--- src/hdl/keypad_digit_entry_display_top_macros.svh ---
// Assertion macros for the keypad digit entry RTL.
// Included by kde_keypad, which checks its own logic; needs clk and rst in scope.
`ifndef KEYPAD_DIGIT_ENTRY_DISPLAY_TOP_MACROS_SVH
`define KEYPAD_DIGIT_ENTRY_DISPLAY_TOP_MACROS_SVH

// Checked at every edge outside reset.
`define KDE_ASSERT(lbl, prop, msg) \
  lbl: assert property (@(posedge clk) disable iff (rst) prop) else $error(msg);

// Checked at every edge, reset included.
`define KDE_ASSERT_ALWAYS(lbl, prop, msg) \
  lbl: assert property (@(posedge clk) prop) else $error(msg);

`endif

--- src/hdl/kde_pkg.sv ---
// Shared types, constants and decode functions for the keypad digit entry block.
// No dependencies; used by every module of the block.
`timescale 1ns / 1ps

package kde_pkg;

  localparam int NUM_DIGITS = 4;
  localparam int DIG_W      = (NUM_DIGITS > 1) ? $clog2(NUM_DIGITS) : 1;
  localparam int TICK_W     = 10;

  // Register indexes on the configuration port.
  localparam logic [1:0] REG_SETTLE   = 2'd0;
  localparam logic [1:0] REG_DEBOUNCE = 2'd1;
  localparam logic [1:0] REG_BUZZER   = 2'd2;
  localparam logic [1:0] REG_REFRESH  = 2'd3;

  localparam logic [3:0] MAX_DIGIT_KEY = 4'd9;

  typedef enum logic [2:0] {
    PH_PRESS   = 3'd0,
    PH_PDEB    = 3'd1,
    PH_BUZZ    = 3'd2,
    PH_RELEASE = 3'd3,
    PH_RDEB    = 3'd4
  } phase_t;

  typedef struct packed {
    logic [TICK_W-1:0] settle_ticks;
    logic [TICK_W-1:0] debounce_ticks;
    logic [TICK_W-1:0] buzzer_ticks;
    logic [TICK_W-1:0] refresh_ticks;
  } cfg_t;

  typedef struct packed {
    logic [3:0] row_drive;
    logic       buzzer_on;
    logic       key_event;
    logic [3:0] key_code;
  } key_out_t;

  typedef logic [NUM_DIGITS-1:0][3:0] digit_arr_t;

  // Returns {hit, column}: hit only when exactly one column is low.
  function automatic logic [2:0] decode_cols(input logic [3:0] cols);
    logic [2:0] r;
    case (cols)
      4'h7:    r = {1'b1, 2'd0};
      4'hB:    r = {1'b1, 2'd1};
      4'hD:    r = {1'b1, 2'd2};
      4'hE:    r = {1'b1, 2'd3};
      default: r = 3'b000;
    endcase
    return r;
  endfunction

  function automatic logic [3:0] key_lookup(input logic [1:0] row, input logic [1:0] col);
    logic [3:0] k;
    case ({row, col})
      4'h0:    k = 4'd1;
      4'h1:    k = 4'd2;
      4'h2:    k = 4'd3;
      4'h3:    k = 4'd10;
      4'h4:    k = 4'd4;
      4'h5:    k = 4'd5;
      4'h6:    k = 4'd6;
      4'h7:    k = 4'd11;
      4'h8:    k = 4'd7;
      4'h9:    k = 4'd8;
      4'hA:    k = 4'd9;
      4'hB:    k = 4'd12;
      4'hC:    k = 4'd14;
      4'hD:    k = 4'd0;
      4'hE:    k = 4'd15;
      default: k = 4'd13;
    endcase
    return k;
  endfunction

  // Segments a..g with a in bit 6; codes above nine are blank.
  function automatic logic [6:0] seg_pattern(input logic [3:0] d);
    logic [7:0] p;
    case (d)
      4'd0:    p = 8'b11111100;
      4'd1:    p = 8'b01100000;
      4'd2:    p = 8'b11011010;
      4'd3:    p = 8'b11110010;
      4'd4:    p = 8'b01100110;
      4'd5:    p = 8'b10110110;
      4'd6:    p = 8'b10111110;
      4'd7:    p = 8'b11100000;
      4'd8:    p = 8'b11111110;
      4'd9:    p = 8'b11110110;
      default: p = 8'b00000000;
    endcase
    p = p & 8'hFE;
    return p[7:1];
  endfunction

endpackage

--- src/hdl/kde_keypad.sv ---
// Keypad scan state machine, debounce, buzzer timer and the digit store.
// Depends on kde_pkg and the assertion macro header.
`timescale 1ns / 1ps
`include "keypad_digit_entry_display_top_macros.svh"

module kde_keypad (
  input  logic                clk,
  input  logic                rst,
  input  logic                adv,
  input  logic [3:0]          col_levels,
  input  kde_pkg::cfg_t       cfg,
  output kde_pkg::key_out_t   key_out,
  output kde_pkg::digit_arr_t digit_store
);

  kde_pkg::phase_t           phase, phase_next;
  logic [1:0]                current_row, current_row_next;
  logic [kde_pkg::TICK_W-1:0] wait_count, wait_count_next;
  logic [kde_pkg::TICK_W-1:0] buzz_count, buzz_count_next;
  logic [3:0]                found_key, found_key_next;
  kde_pkg::digit_arr_t       digit_store_next;

  logic [kde_pkg::TICK_W-1:0] wait_inc;
  logic                      settle_done, debounce_done;
  logic [2:0]                col_dec;

  always_ff @(posedge clk) begin
    if (rst) begin
      phase       <= kde_pkg::PH_PRESS;
      current_row <= 2'd0;
      wait_count  <= '0;
      buzz_count  <= '0;
      found_key   <= 4'd0;
      digit_store <= '0;
    end else if (adv) begin
      phase       <= phase_next;
      current_row <= current_row_next;
      wait_count  <= wait_count_next;
      buzz_count  <= buzz_count_next;
      found_key   <= found_key_next;
      digit_store <= digit_store_next;
    end
  end

  always_comb begin
    phase_next       = phase;
    current_row_next = current_row;
    wait_count_next  = wait_count;
    buzz_count_next  = buzz_count;
    found_key_next   = found_key;
    digit_store_next = digit_store;

    key_out.row_drive = ~(4'b1000 >> current_row);
    key_out.buzzer_on = 1'b0;
    key_out.key_event = 1'b0;
    key_out.key_code  = 4'd0;

    // The count restarts in the tick the limit is reached; zero acts like one.
    wait_inc      = wait_count + 1'b1;
    settle_done   = ({1'b0, wait_count} + 11'd1) >= {1'b0, cfg.settle_ticks};
    debounce_done = ({1'b0, wait_count} + 11'd1) >= {1'b0, cfg.debounce_ticks};
    col_dec       = kde_pkg::decode_cols(col_levels);

    case (phase)
      kde_pkg::PH_PDEB: begin
        if (debounce_done) begin
          wait_count_next   = '0;
          key_out.key_event = 1'b1;
          key_out.key_code  = found_key;
          if (found_key <= kde_pkg::MAX_DIGIT_KEY) begin
            for (int i = 0; i < kde_pkg::NUM_DIGITS - 1; i++) begin
              digit_store_next[i] = digit_store[i+1];
            end
            digit_store_next[kde_pkg::NUM_DIGITS-1] = found_key;
            buzz_count_next = cfg.buzzer_ticks;
            phase_next      = kde_pkg::PH_BUZZ;
          end else begin
            current_row_next = 2'd0;
            phase_next       = kde_pkg::PH_RELEASE;
          end
        end else begin
          wait_count_next = wait_inc;
        end
      end
      kde_pkg::PH_BUZZ: begin
        key_out.buzzer_on = 1'b1;
        if (buzz_count <= 10'd1) begin
          buzz_count_next  = '0;
          wait_count_next  = '0;
          current_row_next = 2'd0;
          phase_next       = kde_pkg::PH_RELEASE;
        end else begin
          buzz_count_next = buzz_count - 1'b1;
        end
      end
      kde_pkg::PH_RELEASE: begin
        if (settle_done) begin
          wait_count_next = '0;
          if (col_dec[2]) begin
            phase_next = kde_pkg::PH_RDEB;
          end else if (current_row == 2'd3) begin
            current_row_next = 2'd0;
            phase_next       = kde_pkg::PH_PRESS;
          end else begin
            current_row_next = current_row + 1'b1;
          end
        end else begin
          wait_count_next = wait_inc;
        end
      end
      kde_pkg::PH_RDEB: begin
        // A key seen while waiting for release only restarts the release scan.
        if (debounce_done) begin
          wait_count_next  = '0;
          current_row_next = 2'd0;
          phase_next       = kde_pkg::PH_RELEASE;
        end else begin
          wait_count_next = wait_inc;
        end
      end
      default: begin
        phase_next = kde_pkg::PH_PRESS;
        if (settle_done) begin
          wait_count_next = '0;
          if (col_dec[2]) begin
            found_key_next = kde_pkg::key_lookup(current_row, col_dec[1:0]);
            phase_next     = kde_pkg::PH_PDEB;
          end else begin
            current_row_next = current_row + 1'b1;
          end
        end else begin
          wait_count_next = wait_inc;
        end
      end
    endcase
  end

  `KDE_ASSERT(a_row_one_cold, $onehot(~key_out.row_drive), "row drive not one-cold")
  `KDE_ASSERT(a_event_in_debounce, key_out.key_event |-> (phase == kde_pkg::PH_PDEB),
              "key event outside press debounce")
  `KDE_ASSERT(a_digit_starts_buzz,
              (adv && key_out.key_event && key_out.key_code <= kde_pkg::MAX_DIGIT_KEY) |=>
              (phase == kde_pkg::PH_BUZZ &&
               digit_store[kde_pkg::NUM_DIGITS-1] == $past(key_out.key_code)),
              "digit key did not enter store and start buzzer")

endmodule

--- src/hdl/kde_display.sv ---
// Display multiplexer: refresh timer, digit rotation and segment decode.
// Depends on kde_pkg.
`timescale 1ns / 1ps

module kde_display (
  input  logic                clk,
  input  logic                rst,
  input  logic                adv,
  input  logic [9:0]          refresh_ticks,
  input  kde_pkg::digit_arr_t digit_store,
  output logic [6:0]          segments,
  output logic [3:0]          digit_enable
);

  logic [9:0]                refresh_count, refresh_count_next;
  logic [kde_pkg::DIG_W-1:0] active_digit, active_digit_next;
  logic                      refresh_done;

  always_ff @(posedge clk) begin
    if (rst) begin
      refresh_count <= '0;
      active_digit  <= '0;
    end else if (adv) begin
      refresh_count <= refresh_count_next;
      active_digit  <= active_digit_next;
    end
  end

  always_comb begin
    refresh_done = ({1'b0, refresh_count} + 11'd1) >= {1'b0, refresh_ticks};
    if (refresh_done) begin
      refresh_count_next = '0;
      if (32'(active_digit) == kde_pkg::NUM_DIGITS - 1) begin
        active_digit_next = '0;
      end else begin
        active_digit_next = active_digit + 1'b1;
      end
    end else begin
      refresh_count_next = refresh_count + 1'b1;
      active_digit_next  = active_digit;
    end

    // Only the first four digits have an enable line; the rest stay blank.
    for (int i = 0; i < 4; i++) begin
      digit_enable[i] = (i < kde_pkg::NUM_DIGITS) && (32'(active_digit) == i);
    end
    if (32'(active_digit) < 4) begin
      segments = kde_pkg::seg_pattern(digit_store[active_digit]);
    end else begin
      segments = 7'd0;
    end
  end

endmodule

--- src/hdl/keypad_digit_entry_display_top.sv ---
// Keypad scanner with 4-digit entry and multiplexed seven-segment display, top level.
// Once a tick is accepted on the input, its result word is ready on the output in the
// next cycle. The output register takes a new word in every cycle that the consumer
// accepts or the register is empty, so one tick per clock is sustained. Each input
// word is one timing tick carrying the sampled column levels; each output word gives
// row drive, segments, digit enable, buzzer and any accepted key for that tick. Timing
// registers are written over the APB port; the user must keep the stream idle, unenforced.
`timescale 1ns / 1ps

module keypad_digit_entry_display_top (
  input  logic        clk,
  input  logic        rst,
  // APB configuration
  input  logic        psel,
  input  logic        penable,
  input  logic        pwrite,
  input  logic [3:0]  paddr,
  input  logic [31:0] pwdata,
  output logic [31:0] prdata,
  output logic        pready,
  // Input ticks
  input  logic        s_tvalid,
  output logic        s_tready,
  input  logic [7:0]  s_tdata,   // [3:0] col_levels, [7:4] zero
  // Result words
  output logic        m_tvalid,
  input  logic        m_tready,
  output logic [23:0] m_tdata    // [3:0] row_drive, [10:4] segments, [14:11] digit_enable,
                                 // [15] buzzer_on, [16] key_event, [20:17] key_code,
                                 // [23:21] zero
);

  kde_pkg::cfg_t       cfg;
  kde_pkg::key_out_t   key_out;
  kde_pkg::digit_arr_t digit_store;
  logic [6:0]          segments;
  logic [3:0]          digit_enable;
  logic                adv;

  assign pready = 1'b1;

  always_ff @(posedge clk) begin
    if (rst) begin
      cfg.settle_ticks   <= 10'd5;
      cfg.debounce_ticks <= 10'd50;
      cfg.buzzer_ticks   <= 10'd100;
      cfg.refresh_ticks  <= 10'd5;
    end else if (psel && penable && pwrite) begin
      case (paddr[3:2])
        kde_pkg::REG_SETTLE:   cfg.settle_ticks   <= pwdata[9:0];
        kde_pkg::REG_DEBOUNCE: cfg.debounce_ticks <= pwdata[9:0];
        kde_pkg::REG_BUZZER:   cfg.buzzer_ticks   <= pwdata[9:0];
        kde_pkg::REG_REFRESH:  cfg.refresh_ticks  <= pwdata[9:0];
        default: ;
      endcase
    end
  end

  always_comb begin
    case (paddr[3:2])
      kde_pkg::REG_SETTLE:   prdata = {22'd0, cfg.settle_ticks};
      kde_pkg::REG_DEBOUNCE: prdata = {22'd0, cfg.debounce_ticks};
      kde_pkg::REG_BUZZER:   prdata = {22'd0, cfg.buzzer_ticks};
      kde_pkg::REG_REFRESH:  prdata = {22'd0, cfg.refresh_ticks};
      default:               prdata = 32'd0;
    endcase
  end

  assign s_tready = ~m_tvalid | m_tready;
  assign adv      = s_tvalid & s_tready;

  kde_keypad u_keypad (
    .clk         (clk),
    .rst         (rst),
    .adv         (adv),
    .col_levels  (s_tdata[3:0]),
    .cfg         (cfg),
    .key_out     (key_out),
    .digit_store (digit_store)
  );

  kde_display u_display (
    .clk           (clk),
    .rst           (rst),
    .adv           (adv),
    .refresh_ticks (cfg.refresh_ticks),
    .digit_store   (digit_store),
    .segments      (segments),
    .digit_enable  (digit_enable)
  );

  always_ff @(posedge clk) begin
    if (rst) begin
      m_tvalid <= 1'b0;
    end else if (adv) begin
      m_tvalid <= 1'b1;
    end else if (m_tready) begin
      m_tvalid <= 1'b0;
    end
  end

  always_ff @(posedge clk) begin
    if (adv) begin
      m_tdata <= {3'd0, key_out.key_code, key_out.key_event, key_out.buzzer_on,
                  digit_enable, segments, key_out.row_drive};
    end
  end

endmodule
--- config.mk ---
export PLATFORM = sky130hd
export DESIGN_NAME = keypad_digit_entry_display_top
export DESIGN_NICKNAME = d
export VERILOG_FILES = /design/src/hdl/kde_pkg.sv /design/src/hdl/kde_keypad.sv /design/src/hdl/kde_display.sv /design/src/hdl/keypad_digit_entry_display_top.sv
export VERILOG_INCLUDE_DIRS = /design/src /design/src/hdl
export SDC_FILE = /design/constraint.sdc
export NUM_CORES = 1
export LEC_CHECK = 0
export ABC_CLOCK_PERIOD_IN_PS = 5050
export BUFFER_PORTS_ARGS = -buffer_cell sky130_fd_sc_hd__buf_2
export CORE_MARGIN = 4
export CORE_UTILIZATION = 45
export CTS_BUF_LIST = sky130_fd_sc_hd__clkbuf_8
export DETAILED_ROUTE_END_ITERATION = 16
export PLACE_DENSITY = 0.69
export SLEW_MARGIN = 30
export SYNTH_ARGS = -nofsm -noshare
export SYNTH_HDL_FRONTEND = slang
export SYNTH_SLANG_ARGS = --single-unit
--- constraint.sdc ---
create_clock -name clk -period 5.05 [get_ports clk]
set_input_delay 0.2525 -clock clk [delete_from_list [all_inputs] [get_ports clk]]
set_output_delay 0.2525 -clock clk [all_outputs]
set_load 0.02 [all_outputs]
Word-level counts from Yosys, hierarchy flattened
Memories as Yosys holds them, arrays and structs flattened. A register that Yosys moved wholly into a read port is not among the register bits.
Index checks and enable logic that the tools add are counted.
{"block": "word_totals", "register_bits": 115, "latchBits": 0, "mem_bits_rw": 0, "mem_bits_ro": 176, "input_bits": 51, "out_inout_bits": 59, "elab_cells": 122, "n_memories": 2}
{"block": "op_classes", "n_addsub": 7, "mul": 0, "div": 0, "order_cmp": 6, "eq_ne": 24, "shifts": 1, "mux": 38, "bitwise_logic": 5, "n_reduce_logical": 21}
{"memory": "(no name shown)", "words": 16, "width": 7, "rd": 1, "rd_clocked_by_memory_dff": 1, "write_ports": 0, "line_no": "kde_pkg.sv:82", "text": "case (d)"}
{"memory": "(no name shown)", "words": 16, "width": 4, "rd": 1, "rd_clocked_by_memory_dff": 1, "write_ports": 0, "line_no": "kde_pkg.sv:58", "text": "case ({row, col})"}
{"operator": "one-hot mux 32 bit (4 select lines)", "count": 1}
{"operator": "two-way mux 10 bit", "count": 7}
{"operator": "one-hot mux 10 bit (2 select lines)", "count": 2}
{"operator": "greater-or-equal comparator 11 x 10 -> 1 bit", "count": 3}
{"operator": "one-hot mux 3 bit (4 select lines)", "count": 2}
{"operator": "adder 10 x 1 -> 11 bit (second input constant)", "count": 2}
{"operator": "two-way mux 3 bit", "count": 7}
{"operator": "adder 10 x 1 -> 10 bit (second input constant)", "count": 2}
{"operator": "two-way mux 2 bit", "count": 10}
{"operator": "AND reduction 2 bit", "count": 7}
{"operator": "equality test 4 bit (second input constant)", "count": 3}
{"operator": "AND reduction 4 bit", "count": 3}
{"operator": "equality test 2 bit (second input constant)", "count": 5}
{"operator": "<= comparator 10 x 1 -> 1 bit (second input constant)", "count": 1}
{"operator": "!= test 2 x 1 -> 1 bit (second input constant)", "count": 5}
{"operator": "subtractor 10 x 1 -> 10 bit (second input constant)", "count": 1}
{"operator": "AND reduction 9 bit", "count": 1}
{"operator": "binary-select mux 4 bit (select 2 bit)", "count": 1}
{"operator": "one-hot mux 2 bit (4 select lines)", "count": 1}
{"operator": "equality test 3 x 2 -> 1 bit (second input constant)", "count": 2}
{"operator": "AND reduction 6 bit", "count": 1}
{"operator": "two-way mux 1 bit", "count": 5}
{"operator": "two-way mux 5 bit", "count": 1}
{"operator": "adder 2 x 1 -> 2 bit (second input constant)", "count": 2}
{"operator": "other kinds (21)", "count": 27}

Logic depth before layout (Yosys ltp)
Gate-level depths: netlist of the first run.
{"block": "depth", "ltp_word": 5, "ltp_mapped": 15}

By module
From an unflattened synthesis of the first run, not the netlist that was laid out.
{"block": "unflattened", "cells_unflattened": 771, "area_unflattened_um2": 7175.6}
{"module": "kde_keypad", "instances": 1, "cells_each": 385, "area_each_um2": 3139.3}
{"module": "keypad_digit_entry_display_top", "instances": 1, "cells_each": 230, "area_each_um2": 2790.2}
{"module": "kde_display", "instances": 1, "cells_each": 156, "area_each_um2": 1246.2}

Least setup slack after synthesis of the first run
Ideal clock, no wire load.
{"block": "synth_path", "path_kind": "register -> register", "from": "register u_keypad.wait_count[0] in the netlist's numbering", "to": "register u_keypad.digit_store[10] in the netlist's numbering", "setup_time_ns": 0.128, "arrival_time_ns": 2.923, "required_time_ns": 4.922, "path_slack_ns": 2.000, "stages_incl_launch_ff": 15, "path_buffers": 2, "period_less_slack_ns": 3.050, "cell_sequence": "dfxtp_1 > ha_1 > nand2_1 > or2_2 > nor2_1 > xor2_1 > ha_1 > a21o_1 > a211oi_1 > o21ai_0 > and3_1 > buf_6 > buf_6 > mux2i_1 > nor2_1"}
{"block": "synth_between", "elab_chain_cells": 3}
{"item": "start: declaration", "line_no": "kde_keypad.sv:18", "text": "logic [kde_pkg::TICK_W-1:0] wait_count, wait_count_next;"}
{"item": "start signal: assignment", "line_no": "kde_keypad.sv:38", "text": "wait_count <= wait_count_next;"}
{"item": "adder 10 x 1 -> 11 bit", "line_no": "kde_keypad.sv:61", "text": "debounce_done = ({1'b0, wait_count} + 11'd1) >= {1'b0, cfg.debounce_ticks};"}
{"item": "greater-or-equal comparator 11 x 10 -> 1 bit", "line_no": "kde_keypad.sv:61"}
{"item": "AND reduction 4 bit (no source line)"}
{"item": "end signal: assignment", "line_no": "kde_keypad.sv:41", "text": "digit_store <= digit_store_next;"}
{"item": "end: declaration", "line_no": "kde_keypad.sv:13", "text": "output kde_pkg::digit_arr_t digit_store"}
Every way passes these cells.
A chain may end at the register's enable or synchronous reset.

Final worst setup path of the first run
{"block": "layout_path", "from": "register u_keypad.wait_count[0] in the netlist's numbering", "to": "register u_keypad.digit_store[8] in the netlist's numbering"}
Same word-level chain as after synthesis.

==> results of run 1 <==
## cell usage after synthesis (14+ instances only)
| cell | number |
|---|---|
| dfxtp_1 | 98 |
| nor2_1 | 92 |
| inv_1 | 60 |
| mux2i_1 | 54 |
| ha_1 | 53 |
| nand2_1 | 44 |
| a21oi_1 | 36 |
| buf_4 | 26 |
| o21ai_0 | 24 |
| edfxtp_1 | 21 |
| clkbuf_1 | 17 |
| nand3_1 | 17 |
| mux4_2 | 15 |
| a32o_1 | 14 |
| xnor2_1 | 14 |
## power by group through the flow
stage / logic, mW / registers, mW / clock network, mW
after floorplan: 0.159 / 1.02 / 0
after global placement: 0.197 / 1.02 / 0
after detailed placement: 0.200 / 1.02 / 0
after CTS: 0.201 / 0.999 / 0.833
after global routing: 0.225 / 1.00 / 0.875
final: 0.200 / 0.999 / 0.817
## cell type report
class                           count  area (sq um)
Clock inverter                     14           118
Tap cell                          184           230
Multi-Input combinational cell    513          3730
Sequential cell                   119          2590
Fill cell                        1411          7200
Timing Repair Buffer               58           298
Clock buffer                       18           248
Inverter                           60           225
## critical path: cells and delay by family, from the launching register on
family	cells	cell delay, ns
adders and majority gates	2	0.56
xor gates and xnor gates	1	0.27
AOI/OAI and AO/OA	3	0.80
muxes	1	0.27
DFF	1	0.44
and+or+nand+nor	5	1.14
## metrics by stage
stage / util, % / instances / total power, mW / area [sq um] / hold WS [ns]
final: 50.8 / 966 / 2.02 / 7440 / 0.0421
after global routing: 50.8 / 966 / 2.10 / 7440 / 0.0232
after CTS: 50.8 / 966 / 2.03 / 7440 / 0.0205
after detailed placement: 48.3 / 934 / 1.22 / 7080 / 0.472
after global placement: 48.3 / 934 / 1.22 / 7070 / 0.464
after floorplan: - / 748 / 1.18 / 6870 / 0.370
## cells by family (layout without fill, tap and decap cells)
family	after synthesis	in the layout
AND/OR/NAND/NOR	216	216
AO/OA/AOI/OAI	128	128
flip-flops	119	119
buffers and inverters	116	150
multiplexers	70	70
adder cells (fa/ha/maj)	53	53
XOR/XNOR	20	20
other	2	26
## state kept, by name (all words and copies together), names as in the netlist, 3 cells and up
| name | cells |
|---|---|
| u_keypad.found_key | 4 |
| u_keypad.buzz_count | 10 |
| u_keypad.digit_store | 16 |
| u_keypad.phase | 3 |
| cfg | 40 |
| u_keypad.wait_count | 10 |
| u_display.refresh_count | 10 |
| m_tdata | 21 |
## routing by layer
layer,share of wire (%),vias up,wire (um)
met3,4.6,19,634
met4,1.5,0,201
met1,47,2350,6560
met2,46,92,6420
met5,0,-,0
li1,-,2569,-
## worst max path at each step
stage	to	cells past startpoint
6_report	u_keypad.digit_store[8]$_SDFFE_PP0P_	12
5_1_grt	u_keypad.digit_store[5]$_SDFFE_PP0P_	12
4_1_cts	u_keypad.digit_store[8]$_SDFFE_PP0P_	12
3_5_place_dp	u_keypad.digit_store[3]$_SDFFE_PP0P_	12
3_3_place_gp	u_keypad.digit_store[9]$_SDFFE_PP0P_	12
2_1_floorplan	u_keypad.digit_store[10]$_SDFFE_PP0P_	14
## placed cells by master (no fill, tap or decap), types with 21 or more instances in the layout
cell and count:
mux2i_1 54, o21ai_0 24, edfxtp_1 21, ha_1 53, buf_2 55, dfxtp_1 98
nand2_1 44, nor2_1 92, conb_1 26, a21oi_1 36, inv_1 63
==> results.md, run 1 <==
- Worst Reg2Reg Path Length in Cells: 12
- RSZ-0062 raised after global routing: false
- Number of flops mapped to enable cells by yosys: 21
- Reg-to-Reg End: u_keypad.digit_store[8]$_SDFFE_PP0P_
- Crit path DAT: a little under 4 ns
- HP Class: in2reg
- Final min period: between 3 and 4 ns
- CP Capture Type: register
- Fin nets: just under 900
- Setup WS pre-CTS: ~1.4 ns
- Worst vdd ir: about 0.19 mV
- Peak Freq: around 0.27 GHz
- Hold Path Origin: s_tvalid
- Combinational Power Share: under 10%
- Main area contributors after synthesis: dfxtp_1 (29%), ha_1 (9.8%), edfxtp_1 (9.3%)
- MaxCap Viol Count: 0
- CP startpoint kind: register
- Period utilization: 72.3%
- CTS Hold Bufs: 0
- Vias in the first global route: roughly 4700
- Slowest stage cell on the critical path: and3_1
- P&R area growth vs syn: 9.70%
- Post-Synth Simple-Gate Area: approximately 15%
- Core Region: 14600 sq um
- Clock latency on the worst-skew pair: around 0.45 ns
- CTS tree: yes
- Die width: 131 um
- Max Buffers Root-to-Sink: 2
- Most used routing layer: met2
- Adder-cell share of the synthesized area: 9.78%
- Final worst slack: roughly 1.4 ns
- ANT nets after route: 0
- Mapped Area: 6780 sq um
- Slew HR: a little over a third
- Number of synthesis warnings: 0
- Number of H-tree levels: 4
- Hold EP: m_tvalid$_SDFFE_PP0P_
- Yosys top cell by area: dfxtp_1
- Largest net degree at the start of global routing: between 80 and 90
- Drt drc: 0
- XOR/XNOR Fraction of Synth Area: 2.58%
- Area share of the largest cell type after synthesis: around 29%
- RR Startpoint: u_keypad.wait_count[0]$_SDFFE_PP0P_
- Post-Syn Instances: about 720
- Met2 usage: a little over a quarter
- Setup Skew: roughly 0.01 ns
- Remaining Overflow, GRT: 0
- Layout cell share with drive strength beyond 1: approximately 15%
- Register area share after synthesis: between 30% and 40%
- Routability cong.: a little under 0.8
- Worst Path Required: between 5 and 6 ns
- Avg Synthesized Cell Area: between 9 and 10 sq um
- Worst Tran Pin Value: 0.968 ns
- Drt wl/cell: around 14 um
- Die area: ~17000 sq um
- Final slew viol count: 0
- Outcome: complete, no violations
- Die Ht: ~130 um
- Synth unique cells: 59
- Sink Count: 119
- Cts bufs inserted: 17
- Mux share of post-synthesis cell area: between 10% and 20%
- Ys async rst share: 0%
- Initial DRC count: 314
- Crit path launch: u_keypad.wait_count[0]$_SDFFE_PP0P_
- FP Rows: 44
- Final TNS setup: 0 ns
- Crit path max fanout: 16
- Setup Buffers After CTS: 0
- Pint: between 1 and 1.5 mW
- Clock share of power: between 40% and 50%
- DR vias/cell: about 5.2
- Vias: 5030
- Antenna diodes: 0
- Reg power frac: 49.5%
- Largest family of logic cells by synthesized area: simple AND/OR/NAND/NOR gates
- Cell Chain, Critical Path: ha_1 -> nand2_1 -> or2_2 -> nor2_1 -> xor2_1 -> ha_1 -> a21o_1 -> a211oi_1 -> o21ai_0 -> and3_1 -> mux2i_1 -> nor2_1
- Power Density: 271 nW/um^2
- Register bit total from synthesis: around 120
- Starting density of the core: approximately 46%
- Final Hold Viols: 0
- Worst reg-to-reg setup slack: 1.40 ns
- Post-synthesis compound-gate area fraction: between 10% and 20%
- Initial antenna violation count: 0
- Post-CTS resize count: 0
- Met1 usage: 22.6%
- Critical path type: reg2reg
- Clk Tree Root Cell: clkbuf_8
- CP max stage delay: roughly 0.54 ns
- Total wire length: approximately 14 mm
- Sw power: 530 uW
- IO Port Bufs: 55
- I/O pins: between 100 and 150
- Pre-antenna DRT Iters: 4
- Worst-path clk slew: 0.07 ns
- Hold depth: 3
- Sw Share: a little over a quarter
- Leakage power: 3.18 nW
- Met3 usage in global routing: around 4.3%
- Gr usage total: between 15 and 20%
- Final setup violation count: 0
- Top FF cell, synth: dfxtp_1
- First-pass GRT wire length: 22.8 mm
- Post-DP HPWL: between 9 and 10 mm
No activity file was read; power rests on OpenSTA's default activity.
==> run 2, diff against run 1 <==
--- a/config.mk
+++ b/config.mk
@@ -6,7 +6,7 @@
 export SDC_FILE = /design/constraint.sdc
 export NUM_CORES = 1
 export LEC_CHECK = 0
-export ABC_CLOCK_PERIOD_IN_PS = 5050
+export ABC_CLOCK_PERIOD_IN_PS = 3700
 export BUFFER_PORTS_ARGS = -buffer_cell sky130_fd_sc_hd__buf_2
 export CORE_MARGIN = 4
 export CORE_UTILIZATION = 45
==> constraint.sdc (replaced) <==
create_clock -name clk -period 3.7 [get_ports clk]
set_input_delay 0.185 -clock clk [delete_from_list [all_inputs] [get_ports clk]]
set_output_delay 0.185 -clock clk [all_outputs]
set_load 0.02 [all_outputs]
==> results.md, run 2 (same netlist as run 1, synthesis figures left out) <==
- Overall power: 2.94 mW (+46%)
- Vias: 5102 (+1.4%)
- Slew HR: 50.7% (+15 points)
- Largest Register: cfg
- CP max stage delay: 0.44 ns (-0.10 ns)
- IO Port Bufs: 55 (unchanged)
- Sink Count: 119 (unchanged)
- Final Hold Viols: 0 (unchanged)
- Worst Tran Pin Value: 0.737 ns (-0.231 ns)
- Final setup violation count: 0 (unchanged)
- Number of H-tree levels: 4 (unchanged)
- Slowest stage cell on the critical path: dfxtp_1
- P&R area growth vs syn: 11.9%
- Routability cong.: 0.790 (+1.1%)
- Starting density of the core: 46.3% (unchanged)
- HP Class: in2reg
- Final TNS setup: 0 ns (unchanged)
- Clk Tree Root Cell: clkbuf_8
- RSZ-0062 raised after global routing: false
- Critical path type: reg2reg
- Crit path DAT: 3.69 ns (-0.26 ns)
- Clock latency on the worst-skew pair: 0.45 ns (about the same)
- Max Buffers Root-to-Sink: 2 (unchanged)
- Setup WS pre-CTS: 0.281 ns (-1.13 ns)
- Cts bufs inserted: 17 (unchanged)
- MaxCap Viol Count: 0 (unchanged)
- First-pass GRT wire length: 23.2 mm (+2.1%)
- Core Region: 14600 sq um (unchanged)
- Worst-path clk slew: 0.07 ns (about the same)
- Commonest non-fill, non-tap cell in the layout: dfxtp_1
- Final min period: 3.38 ns (-0.271 ns)
- FP Rows: 44 (unchanged)
- Number of flip-flops under the largest register name: 40 (unchanged)
- Power Density: 388 nW/um^2 (+43%)
- Initial antenna violation count: 0 (unchanged)
- Post-DP HPWL: 9.96 mm (-0.10%)
- Outcome: complete, no violations
- Commonest non-fill, non-tap cells in the layout: dfxtp_1 (98), nor2_1 (92), inv_1 (62), buf_2 (55), mux2i_1 (54)
- Fin nets: 882 (+1.0%)
- Die area: 17100 sq um (unchanged)
- Gr usage total: 17.3% (+0.39 points)
- Leakage power: 3.25 nW (+2.2%)
- CP Capture Type: register
- Die width: 131 um (unchanged)
- Die Ht: 131 um (unchanged)
- Top flop regs: cfg: 40 flops, m_tdata: 21 flops, u_keypad.digit_store: 16 flops
- Layout cell share with drive strength beyond 1: 15.9% (+0.84 points)
- Initial DRC count: 360 (+15%)
- Worst vdd ir: 0.252 mV (+31%)
- I/O pins: 110 (unchanged)
- Final slew viol count: 0 (unchanged)
- Setup Skew: 0.0101 ns (+0.000246 ns)
- Largest net degree at the start of global routing: 50 (-39%)
- Antenna diodes: 0 (unchanged)
- Drt wl/cell: 14.3 um (+0.28%)
- CP startpoint kind: register
- Vias in the first global route: 4785 (+1.8%)
- Peak Freq: 0.296 GHz (+8.0%)
- Final worst slack: 0.320 ns (-1.08 ns)
- Crit path max fanout: 7 (-9)
- Drt drc: 0 (unchanged)
- Pre-antenna DRT Iters: 5 (+1)
- Remaining Overflow, GRT: 0 (unchanged)
- DR vias/cell: 5.23 (+0.50%)
- Cell Chain, Critical Path: ha_1 -> nand2_1 -> or2_2 -> nor2_1 -> xor2_1 -> ha_1 -> a21o_1 -> a211oi_1 -> o211ai_1 -> nand2_1 -> buf_4 -> mux2i_1 -> nor2_1
- ANT nets after route: 0 (unchanged)
- CTS tree: yes
- Period utilization: 91.4% (+19 points)
- Worst Path Required: 4.01 ns (-1.34 ns)
- Total wire length: 14.0 mm (+1.2%)
- Setup Buffers After CTS: 0 (unchanged)
run 2: routing by layer:
metal	GRT usage [%]	part of all wire [%]
met5	0	0
met4	5.02	1.1
met3	5.00	5.2
met2	27.3	46
met1	23.1	47
run 2: worst paths after layout:
path | slack (ns) | to | from | cells after the start
worst max-delay path | 0.32 | u_keypad.buzz_count[5]$_SDFFE_PP0P_ | u_keypad.wait_count[0]$_SDFFE_PP0P_ | 13
worst min-delay path | 0.02 | cfg[9]$_SDFFE_PP0P_ | pwdata[9] | 3
worst max register to register | 0.32 | u_keypad.buzz_count[5]$_SDFFE_PP0P_ | u_keypad.wait_count[0]$_SDFFE_PP0P_ | 13
worst min register to register | 0.48 | u_keypad.found_key[0]$_SDFFE_PP0P_ | u_keypad.found_key[0]$_SDFFE_PP0P_ | 2
run 2: where the power goes:
part / total (mW) / leakage, nW / switching, mW / internal [mW]
clock network: 1.30 / 0.232 / 0.522 / 0.775
logic: 0.280 / 2.05 / 0.181 / 0.0986
registers: 1.36 / 0.970 / 0.0240 / 1.34
run 2: stage by stage:
step	util (%)	cells	instance area (sq um)	hold slack [ns]
6_report	51.8	975	7590	0.0240
5_1_grt	51.8	975	7590	0.0153
4_1_cts	51.8	975	7590	0.00113
3_5_place_dp	48.6	939	7110	0.429
3_3_place_gp	48.5	939	7110	0.430
2_1_floorplan	-	748	6870	0.303
run 2: area by class of cell:
| type | count | area (sq um) |
|---|---|---|
| Timing Repair Buffer | 67 | 375 |
| Inverter | 60 | 225 |
| Multi-Input combinational cell | 513 | 3730 |
| Tap cell | 184 | 230 |
| Sequential cell | 119 | 2590 |
| Clock buffer | 20 | 275 |
| Clock inverter | 12 | 159 |
| Fill cell | 1372 | 7060 |
run 2: worst max-delay path, delay by kind of cell, from the launching register on:
kind	cells	cell delay [ns]
xor gates and xnor gates	1	0.27
DFF	1	0.44
adders and majority gates	2	0.55
muxes	1	0.21
AOI/OAI and AO/OA	3	0.82
buffers and inverters	1	0.17
and+or+nand+nor	5	0.77
run 2: timing repair:
action                                  in CTS  in global routing
endpoints found under the setup margin       0                 16
gates resized for setup                      0                  1
endpoints found under the hold margin        5                  0
hold buffers                                 4                  0
==> run 3, diff against run 2 <==
--- a/config.mk
+++ b/config.mk
@@ -7,7 +7,7 @@
 export NUM_CORES = 1
 export LEC_CHECK = 0
 export ABC_CLOCK_PERIOD_IN_PS = 3700
-export BUFFER_PORTS_ARGS = -buffer_cell sky130_fd_sc_hd__buf_2
+export BUFFER_PORTS_ARGS = -buffer_cell sky130_fd_sc_hd__clkbuf_2
 export CORE_MARGIN = 4
 export CORE_UTILIZATION = 45
 export CTS_BUF_LIST = sky130_fd_sc_hd__clkbuf_8
==> results.md, run 3 (same netlist as run 1, synthesis figures left out) <==
- Die width: 131 um (unchanged)
- Pint: 2.10 mW (-5.0%)
- Drt drc: 0 (unchanged)
- Vias: 5110 (+0.16%)
- First-pass GRT wire length: 22.8 mm (-1.8%)
- CP max stage delay: 0.37 ns (-0.07 ns)
- Max Buffers Root-to-Sink: 2 (unchanged)
- Critical path type: reg2reg
- Final min period: 3.32 ns (-0.0634 ns)
- Slowest stage cell on the critical path: dfxtp_1
- Largest net degree at the start of global routing: 56 (+12%)
- Number of H-tree levels: 4 (unchanged)
- Commonest non-fill, non-tap cells in the layout: dfxtp_1 (98), nor2_1 (92), inv_1 (60), clkbuf_2 (55), mux2i_1 (54)
- Initial DRC count: 370 (+2.8%)
- Commonest non-fill, non-tap cell in the layout: dfxtp_1
- Crit path launch: u_keypad.wait_count[1]$_SDFFE_PP0P_
- Cell Chain, Critical Path: ha_1 -> nand2_1 -> or2_2 -> nor2_1 -> xor2_1 -> ha_1 -> a21o_1 -> a211oi_1 -> o21ai_0 -> and3_1 -> buf_4 -> mux2i_1 -> nor2_1
- Final slew viol count: 0 (unchanged)
- Leakage power: 3.25 nW (-0.24%)
- Worst Path Required: 4.01 ns (about the same)
- Cts bufs inserted: 17 (unchanged)
- Fill cells: 1379 (+0.51%)
- CP Capture Type: register
- WP buf/inv: 1 (unchanged)
- Antenna diodes: 0 (unchanged)
- Peak Freq: 0.301 GHz (+1.9%)
- Number of flip-flops under the largest register name: 40 (unchanged)
- ANT nets after route: 0 (unchanged)
- FP Rows: 44 (unchanged)
- Crit path DAT: 3.62 ns (-0.07 ns)
- Hold Path Origin: pwdata[5]
- Final setup violation count: 0 (unchanged)
- Setup WS pre-CTS: 0.404 ns (+0.123 ns)
- Power Density: 374 nW/um^2 (-3.5%)
- Period utilization: 89.6% (-1.7 points)
- Layout cell share with drive strength beyond 1: 15.9% (unchanged)
- CTS tree: yes
- Clk Tree Root Cell: clkbuf_8
- Worst vdd ir: 0.229 mV (-9.1%)
- Post-DP HPWL: 9.97 mm (+0.14%)
- Remaining Overflow, GRT: 0 (unchanged)
- Final TNS setup: 0 ns (unchanged)
- Combinational Power Share: 10.0% (+0.5 points)
- Sw Share: 25.4% (+0.69 points)
- Top flop regs: cfg: 40 flops, m_tdata: 21 flops, u_keypad.digit_store: 16 flops
- Routability cong.: 0.784 (-0.71%)
- P&R area growth vs syn: 11.1%
- Register area: 2590 sq um (unchanged)
- Fin util: 51.5% (-0.33 points)
- DR vias/cell: 5.24 (+0.16%)
- Sink Count: 119 (unchanged)
- CTS Hold Bufs: 3 (-1)
- I/O pins: 110 (unchanged)
- Initial antenna violation count: 0 (unchanged)
- Drt wl/cell: 14.2 um (-0.84%)
- RR Startpoint: u_keypad.wait_count[1]$_SDFFE_PP0P_
- Multi-input gate area: 3730 sq um (unchanged)
- Crit path max-delay family: simple AND/OR/NAND/NOR gates
- Starting density of the core: 46.3% (unchanged)
- Worst-path clk slew: 0.07 ns (about the same)
- Sw power: 717 uW (-1.4%)
- Core Region: 14600 sq um (unchanged)
- Crit path max fanout: 16 (+9)
- Total wire length: 13.9 mm (-0.84%)
- HP Class: in2reg
- Gr usage total: 16.9% (-0.40 points)
- Vias in the first global route: 4717 (-1.4%)
- Setup Skew: 0.00845 ns (-0.00168 ns)
- CP startpoint kind: register
- Post-CTS resize count: 0 (unchanged)
- Slew HR: 48.5% (-2.2 points)
- Final worst slack: 0.383 ns (+0.0634 ns)
- Outcome: complete, no violations
- Pre-antenna DRT Iters: 5 (unchanged)
- RSZ-0062 raised after global routing: false
- Die area: 17100 sq um (unchanged)
- Reg power frac: 48.3% (+1.9 points)
- IO Port Bufs: 55 (unchanged)
- Die Ht: 131 um (unchanged)
- Final Hold Viols: 0 (unchanged)
- Worst Tran Pin Value: 0.770 ns (+0.0333 ns)
- Fin nets: 882 (unchanged)
- Clock latency on the worst-skew pair: 0.44 ns (about the same)
- MaxCap Viol Count: 0 (unchanged)
- Largest Register: cfg
- Setup Buffers After CTS: 0 (unchanged)
- Clock share of power: 41.7% (-2.4 points)
- Overall power: 2.82 mW (-4.1%)
run 3: cell count changes in the layout (fill, tap and decap cells not counted), sizes merged, moves of 2 or more:
cell    previous run  this run
buf               63         9
clkbuf            20        73
clkinv             4        10
inv               63        61
run 3: area by class of cell:
class | instances | share of cell area (%)
Clock buffer | 18 | 3.29
Inverter | 60 | 2.99
Timing Repair Buffer | 67 | 4.95
Clock inverter | 14 | 1.86
Sequential cell | 119 | 34.4
Multi-Input combinational cell | 513 | 49.5
Tap cell | 184 | 3.05
run 3: metrics by stage:
| stage | area [sq um] | hold WS, ns | cells |
|---|---|---|---|
| after detailed placement | 7120 | 0.432 | 940 |
| after floorplan | 6870 | 0.303 | 748 |
| final | 7540 | 0.0375 | 975 |
| after global placement | 7110 | 0.421 | 940 |
| after global routing | 7540 | 0.0320 | 975 |
| after CTS | 7540 | 0.00255 | 975 |
run 3: final timing paths:
| check | slack (ns) | to | cells after the start |
|---|---|---|---|
| min reg2reg | 0.48 | u_keypad.found_key[0]$_SDFFE_PP0P_ | 2 |
| max | 0.38 | u_keypad.digit_store[6]$_SDFFE_PP0P_ | 13 |
| max reg2reg | 0.38 | u_keypad.digit_store[6]$_SDFFE_PP0P_ | 13 |
| min | 0.04 | cfg[15]$_SDFFE_PP1P_ | 2 |
run 3: metal layers:
layer  global-route usage [%]  part of all wire, %  up-vias
met5                        0                    0        -
met3                     3.62                  4.8       15
li1                         -                    -     2595
met4                     6.23                  1.3        0
met1                     22.8                   47     2377
met2                     26.7                   47      123
run 3: power groups by stage:
stage                     combinational [mW]  clock, mW  sequential (mW)
after floorplan                        0.217          0             1.39
after global placement                 0.275          0             1.39
after detailed placement               0.279          0             1.39
after CTS                              0.284       1.21             1.36
after global routing                   0.319       1.26             1.37
final                                  0.283       1.18             1.36
